### src/fftps_pkg.sv
// shared types and constants for the fft power spectrum block
// state encoding, arithmetic widths and the per-stage twiddle step table
// no dependencies
`default_nettype none
package fftps_pkg;

  localparam int SAMPLE_W = 16;
  localparam int A_W      = 17;
  localparam int TW_W     = 18;
  localparam int T_W      = 19;
  localparam int PROD_W   = A_W + TW_W;
  localparam int SUM_W    = PROD_W + 1;
  localparam int FRAC_W   = 15;
  localparam int STAGE_W  = 4;
  localparam int WORD_W   = 2 * SAMPLE_W;
  localparam int POWER_W  = 17;
  localparam int BIN_W    = 10;
  localparam logic signed [TW_W-1:0] TW_ONE = 18'sd32767;

  typedef enum logic [4:0] {
    ST_IDLE,
    ST_RV_CHECK,
    ST_RV_STEP,
    ST_RV_RD_I,
    ST_RV_RD_R,
    ST_RV_WR_I,
    ST_RV_WR_R,
    ST_BF_INIT,
    ST_BF_CHECK,
    ST_BF_RD_P,
    ST_BF_RD_K,
    ST_BF_MUL,
    ST_BF_WR_P,
    ST_BF_WR_K,
    ST_TW_MUL,
    ST_TW_SUM,
    ST_TW_UPD,
    ST_RD_SQ,
    ST_RD_OUT
  } state_t;

  function automatic logic signed [A_W-1:0] step_re(input logic [STAGE_W-1:0] s);
    logic signed [A_W-1:0] v;
    case (s)
      4'd1:    v = -17'sd32768;
      4'd2:    v = 17'sd0;
      4'd3:    v = 17'sd23171;
      4'd4:    v = 17'sd30274;
      4'd5:    v = 17'sd32139;
      4'd6:    v = 17'sd32610;
      4'd7:    v = 17'sd32729;
      4'd8:    v = 17'sd32758;
      4'd9:    v = 17'sd32766;
      4'd10:   v = 17'sd32767;
      default: v = 17'sd0;
    endcase
    return v;
  endfunction

  function automatic logic signed [A_W-1:0] step_im(input logic [STAGE_W-1:0] s);
    logic signed [A_W-1:0] v;
    case (s)
      4'd1:    v = 17'sd0;
      4'd2:    v = -17'sd32767;
      4'd3:    v = -17'sd23171;
      4'd4:    v = -17'sd12540;
      4'd5:    v = -17'sd6393;
      4'd6:    v = -17'sd3212;
      4'd7:    v = -17'sd1608;
      4'd8:    v = -17'sd804;
      4'd9:    v = -17'sd402;
      4'd10:   v = -17'sd201;
      default: v = 17'sd0;
    endcase
    return v;
  endfunction

endpackage
`default_nettype wire

### src/fftps_cmul.sv
// q15 complex multiplier, two register stages
// products first, then sums divided by 32768 with truncation toward zero
// depends on fftps_pkg
`default_nettype none
module fftps_cmul (
  input  wire                                clk,
  input  wire logic signed [fftps_pkg::A_W-1:0]  a_re,
  input  wire logic signed [fftps_pkg::A_W-1:0]  a_im,
  input  wire logic signed [fftps_pkg::TW_W-1:0] b_re,
  input  wire logic signed [fftps_pkg::TW_W-1:0] b_im,
  output logic signed [fftps_pkg::T_W-1:0]       y_re,
  output logic signed [fftps_pkg::T_W-1:0]       y_im
);
  import fftps_pkg::*;

  logic signed [PROD_W-1:0] p_rr, p_ii, p_ri, p_ir;
  logic signed [SUM_W-1:0]  s_re, s_im;

  function automatic logic signed [T_W-1:0] q15_div(input logic signed [SUM_W-1:0] v);
    logic signed [SUM_W-1:0] q;
    q = v >>> FRAC_W;
    if (v[SUM_W-1] && (v[FRAC_W-1:0] != '0)) q = q + SUM_W'(1);
    return q[T_W-1:0];
  endfunction

  assign s_re = SUM_W'(p_rr) - SUM_W'(p_ii);
  assign s_im = SUM_W'(p_ri) + SUM_W'(p_ir);

  always_ff @(posedge clk) begin
    p_rr <= a_re * b_re;
    p_ii <= a_im * b_im;
    p_ri <= a_re * b_im;
    p_ir <= a_im * b_re;
    y_re <= q15_div(s_re);
    y_im <= q15_div(s_im);
  end

endmodule
`default_nettype wire
### config.mk
export PLATFORM = sky130hd
export DESIGN_NAME = fftps_cmul
export DESIGN_NICKNAME = d
export VERILOG_FILES = /design/src/fftps_pkg.sv /design/src/fftps_cmul.sv
export SDC_FILE = /design/constraint.sdc
export NUM_CORES = 2
export LEC_CHECK = 0
export BUFFER_PORTS_ARGS = -buffer_cell sky130_fd_sc_hd__buf_2
export CAP_MARGIN = 15
export CORE_MARGIN = 1
export CORE_UTILIZATION = 30
export DETAILED_ROUTE_END_ITERATION = 12
export PLACE_DENSITY_LB_ADDON = 0.05
export REMOVE_ABC_BUFFERS = 1
export SLEW_MARGIN = 40
export SYNTH_ARGS = -nofsm -noshare
export SYNTH_HDL_FRONTEND = slang
export SYNTH_SLANG_ARGS = --single-unit
### constraint.sdc
create_clock -name clk -period 7.18 [get_ports clk]
set_clock_uncertainty 0.05 [all_clocks]
set_input_delay 1.436 -clock clk [delete_from_list [all_inputs] [get_ports clk]]
set_output_delay 1.436 -clock clk [all_outputs]
set_load 0.05 [all_outputs]
After elaboration in Yosys (flattened, before gate mapping)
Cells that the tools add are included.
{ "word_totals": {"regBits": 178, "in_bits": 71, "out_inout_bits": 38, "elab_cells": 20} }
{ "classes": {"n_addsub": 4, "n_mul": 4, "n_mux": 2, "n_reduce_logical": 4} }
{ "ops": {"columns": ["cell", "n"], "rows": [
  ["17-bit by 18-bit multiplier with 35-bit output", 4],
  ["19-bit by 2-bit adder with 19-bit output, second input constant", 2],
  ["19-bit two-way mux", 2],
  ["35-bit by 35-bit adder with 36-bit output", 1],
  ["35-bit by 35-bit subtractor with 36-bit output", 1],
  ["15-bit nonzero test", 2],
  ["1-bit logical AND", 2]
]} }

Depth between registers and ports, before layout
{ "logic_depth": {"word_depth": 4, "ltp_mapped": 27, "depth_no_buf": 25} }

Worst setup path before layout
OpenSTA, ideal clock, no wires.
{ "synth_path": {"path_type": "input port to flip-flop", "from": "input a_re[8] (netlist name)", "to": "register p_rr[31]", "setup_time_ns": 0.072, "arrival_time_ns": 7.542, "setup_slack_ns": -0.485, "cell_stages": 26, "path_cell_list": "clkbuf_1 clkbuf_1 nand2_1 fa_1 inv_1 fa_1 inv_1 fa_1 inv_1 fa_1 fa_1 inv_1 fa_1 inv_1 ha_1 a21o_1 a21o_1 a21oi_1 o21ai_0 o2bb2ai_1 a31o_2 o41a_1 and4_1 or3_1 a21oi_1 xnor2_1"} }
{ "synth_between": {"elab_chain_len": 1} }
{ "synth_lines": {"columns": ["item", "line", "text"], "rows": [
  ["start: declaration", "fftps_cmul.sv:7", "input wire logic signed [fftps_pkg::A_W-1:0] a_re,"],
  ["17-bit by 18-bit multiplier with 35-bit output", "fftps_cmul.sv:30", "p_rr <= a_re * b_re;"],
  ["end signal: assignment", "fftps_cmul.sv:30", null],
  ["end: declaration", "fftps_cmul.sv:16", "logic signed [PROD_W-1:0] p_rr, p_ii, p_ri, p_ir;"]
]} }
Every way passes these cells.

Worst setup path in the final report
{ "layout_path": {"from": "input b_re[2] (netlist name)", "to": "register p_rr[31]"} }
{ "layout_between": {"elab_chain_len": 1} }
{ "layout_lines": {"columns": ["item", "line", "text"], "rows": [
  ["start: declaration", "fftps_cmul.sv:9", "input wire logic signed [fftps_pkg::TW_W-1:0] b_re,"],
  ["17-bit by 18-bit multiplier with 35-bit output", "fftps_cmul.sv:30", null]
]} }
Every way passes these cells.

==> results by group <==
Min path
  – Hold path start: p_ii[33]$_DFF_P_
  – HP Class: register to register

Synthesis
  – Post-synthesis sequential area ratio: 0.0663
  – Most used DFF post-synth: dfxtp_1
  – Yosys reg bits: 178
  – Synthesized instance count: 5876
  – Avg Cell Area, Syn: ~9.1 sq um
  – Mapped cell area: between 50000 and 60000 sq um
  – Post-synth ARST share: 0
  – Share of the synthesized area in the top cell type: 0.464
  – Synthesis Warnings: 0
  – Top post-synthesis cells by area: fa_1 46%, ha_1 9.8%, inv_1 9.5%
  – Post-synth EDFFs: 0
  – Library cells used by synthesis: between 90 and 100
  – Synth area leader: fa_1

Clock tree
  – Clock Tree Buf Depth: 2
  – Clock sink count: ~180
  – Hold Buf Count CTS: 0
  – CTS tree: done
  – Root Buffer: clkbuf_16
  – Number of buffers created by CTS: 17
  – Clock-pin slew on the worst setup and hold paths: about 80 ps
  – Worst-skew pair later-pin latency: roughly 530 ps
  – H-Tree Depth: 4

GRT
  – Number of global-route vias before repair: 44100
  – Antenna violations before repair: 16
  – GR Overflow Total: 0
  – First-pass GRT wire length: about 270 mm
  – GRT Overall Usage: 0.196
  – Largest net degree at the start of global routing: 24

Route
  – Drt drc: 0
  – ANT nets after route: 0
  – Via count: between 30000 and 40000
  – Met2 wire length: approximately 84 mm
  – Drt initial violations: 1747
  – M1 wire length: ~80 mm
  – Routed wl met3: 3.94 mm
  – Drt via density: about 4.5
  – Drt pass-1 iters: 8
  – Routed WL per cell: around 19 microns
  – Top Metal Used: met5
  – Post-Route WL: ~170 mm

Cells and area
  – Final core occ: 0.364
  – Share of cells above drive strength 1: 0.167
  – Commonest non-fill, non-tap cell in the layout: inv_1
  – P&R area growth vs syn: 19.9%
  – Most frequent cells in the layout: 1355 x inv_1, 1223 x fa_1, 677 x buf_4, 646 x nand2_1, 596 x and2_1
  – Nets: 8266

Timing
  – Worst-Margin Slew: 938 ps
  – Final worst-path cycle share: 1.00
  – Final setup violation count: 1
  – Max-slew violation count: 0
  – Final hold viol count: 0
  – Slew headroom: 0.369
  – Minimum clock period: between 7000 and 8000 ps
  – Hold WS: 745 ps
  – F_max: 0.139 GHz
  – Final WS setup: -15.6 ps
  – RSZ-0062 raised after global routing: true

Critical path
  – CP startpoint: b_re[2]
  – Critical setup path kind: input port to register
  – Startpoint Class: input port
  – CP Capture Type: register
  – Worst path arrival time: between 7000 and 8000 ps
  – Req. time, crit path: between 7000 and 8000 ps
  – R2r startpoint: p_rr[6]$_DFF_P_
  – Crit Path Max Fanout: 6
  – Reg2Reg Setup Slack: roughly 2800 ps
  – Reg2Reg Depth: 11
  – Setup crit end: p_rr[31]$_DFF_P_
  – Reg-to-Reg End: y_re[18]$_DFF_P_

Die
  – FP Rows: roughly 150
  – Initial Util: 0.304
  – Die X: around 430 microns
  – Core area: between 150000 and 200000 sq um
  – # IOs: roughly 110
  – Die H: between 400 and 500 microns
  – Die area: roughly 180000 sq um

Run status
  – Run status: complete, but fails checks
  – Failing checks: setup timing

Flow run
  – Max-Cap Viols: 0

Placed design
  – Port buffer count: between 100 and 150
  – RePlAce Congestion: about 0.82
  – Pre-CTS WS: -1070 ps
  – Detailed placement HPWL: 150 mm
[area by class of cell]
type / count / area (sq um)
antenna: 4 / 10.0
clock buffer: 20 / 447
clock inverter: 12 / 120
fill: 18500 / 113000
inverter: 1368 / 5140
multi-input combinational: 4084 / 44800
sequential: 178 / 3560
tap: 2340 / 2930
timing repair buffer: 880 / 7500
[worst max-delay path: stages]
cell and delay [ps]:
buf_6 100, buf_12 140, buf_6 120, and2_4 130, fa_1 560, fa_1 460
fa_1 500, fa_1 540, fa_1 540, inv_2 40, fa_1 520, inv_2 50
ha_4 230, buf_6 110, a21o_1 200, a21oi_2 170, o21ai_2 80, o2bb2ai_1 130
a31o_2 250, o41a_1 400, and4_1 240, or3_4 400, a21oi_4 130, xnor2_1 120
[cells by family after synthesis]
| logic type | Yosys count | share of synthesized area |
|---|---|---|
| AO/OA/AOI/OAI | 503 | 0.0620 |
| XOR/XNOR | 224 | 0.0365 |
| adder cells (fa/ha/maj) | 1666 | 0.562 |
| buffers and inverters | 1614 | 0.113 |
| flip-flops | 178 | 0.0663 |
| multiplexers | 12 | 0.00228 |
| AND/OR/NAND/NOR | 1679 | 0.158 |
[cell usage after synthesis, types with 8 or more instances]
library cell	n
a211oi_1	14
a21boi_0	8
a21o_1	69
a21oi_1	151
a31oi_1	14
and2_1	609
and3_1	19
clkbuf_1	237
dfxtp_1	178
fa_1	1246
ha_1	420
inv_1	1367
mux2i_1	10
nand2_1	655
nand2b_1	45
nand3_1	37
nand4_1	21
nor2_1	163
nor2b_1	29
nor3_1	31
nor4_1	9
o211ai_1	9
o21a_1	29
o21ai_0	88
o21bai_1	20
o31ai_1	11
or3_1	9
xnor2_1	166
xor2_1	58
[stage by stage]
step	TNS, ps	cells	cell area, sq um
finish	-15.6	8886	64500
global route	-374	8883	64500
CTS	-25.3	8849	63200
detailed placement	-34290	8816	62400
global placement	-35390	8816	62400
floorplan	-554	5630	52800
[worst min path at each step]
| stage | depth (start not counted) | slack [ps] | endpoint |
|---|---|---|---|
| 2_1_floorplan | 3 | 620 | y_im[18]$_DFF_P_ |
| 3_3_place_gp | 4 | 770 | y_re[18]$_DFF_P_ |
| 3_5_place_dp | 4 | 750 | y_re[18]$_DFF_P_ |
| 4_1_cts | 4 | 780 | y_re[18]$_DFF_P_ |
| 5_1_grt | 4 | 840 | y_re[18]$_DFF_P_ |
| 6_report | 4 | 740 | y_re[18]$_DFF_P_ |
[metal layers]
| layer | vias to the layer above | global-route usage |
|---|---|---|
| met2 | 494 | 0.341 |
| li1 | 18800 | - |
| met3 | 94 | 0.0124 |
| met4 | 4 | 0.0345 |
| met1 | 20500 | 0.268 |
| met5 | - | 0 |
[sequential cells by signal, summed over array words and instances, names as in the netlist]
register and cells:
p_ii 35, p_ir 35, p_ri 35, p_rr 35, y_im 19, y_re 19
[repair_timing]
action,CTS,global route
endpoints found under the setup margin,32,34
cloned,0,3
hold endpoints to repair,0,0
pin swaps,17,107
buffers inserted,2,31
gates resized for setup,78,237
Power is left out: the tool's default activity adds up to more than one toggle a clock period on the data nets, which glitch-free logic cannot reach.
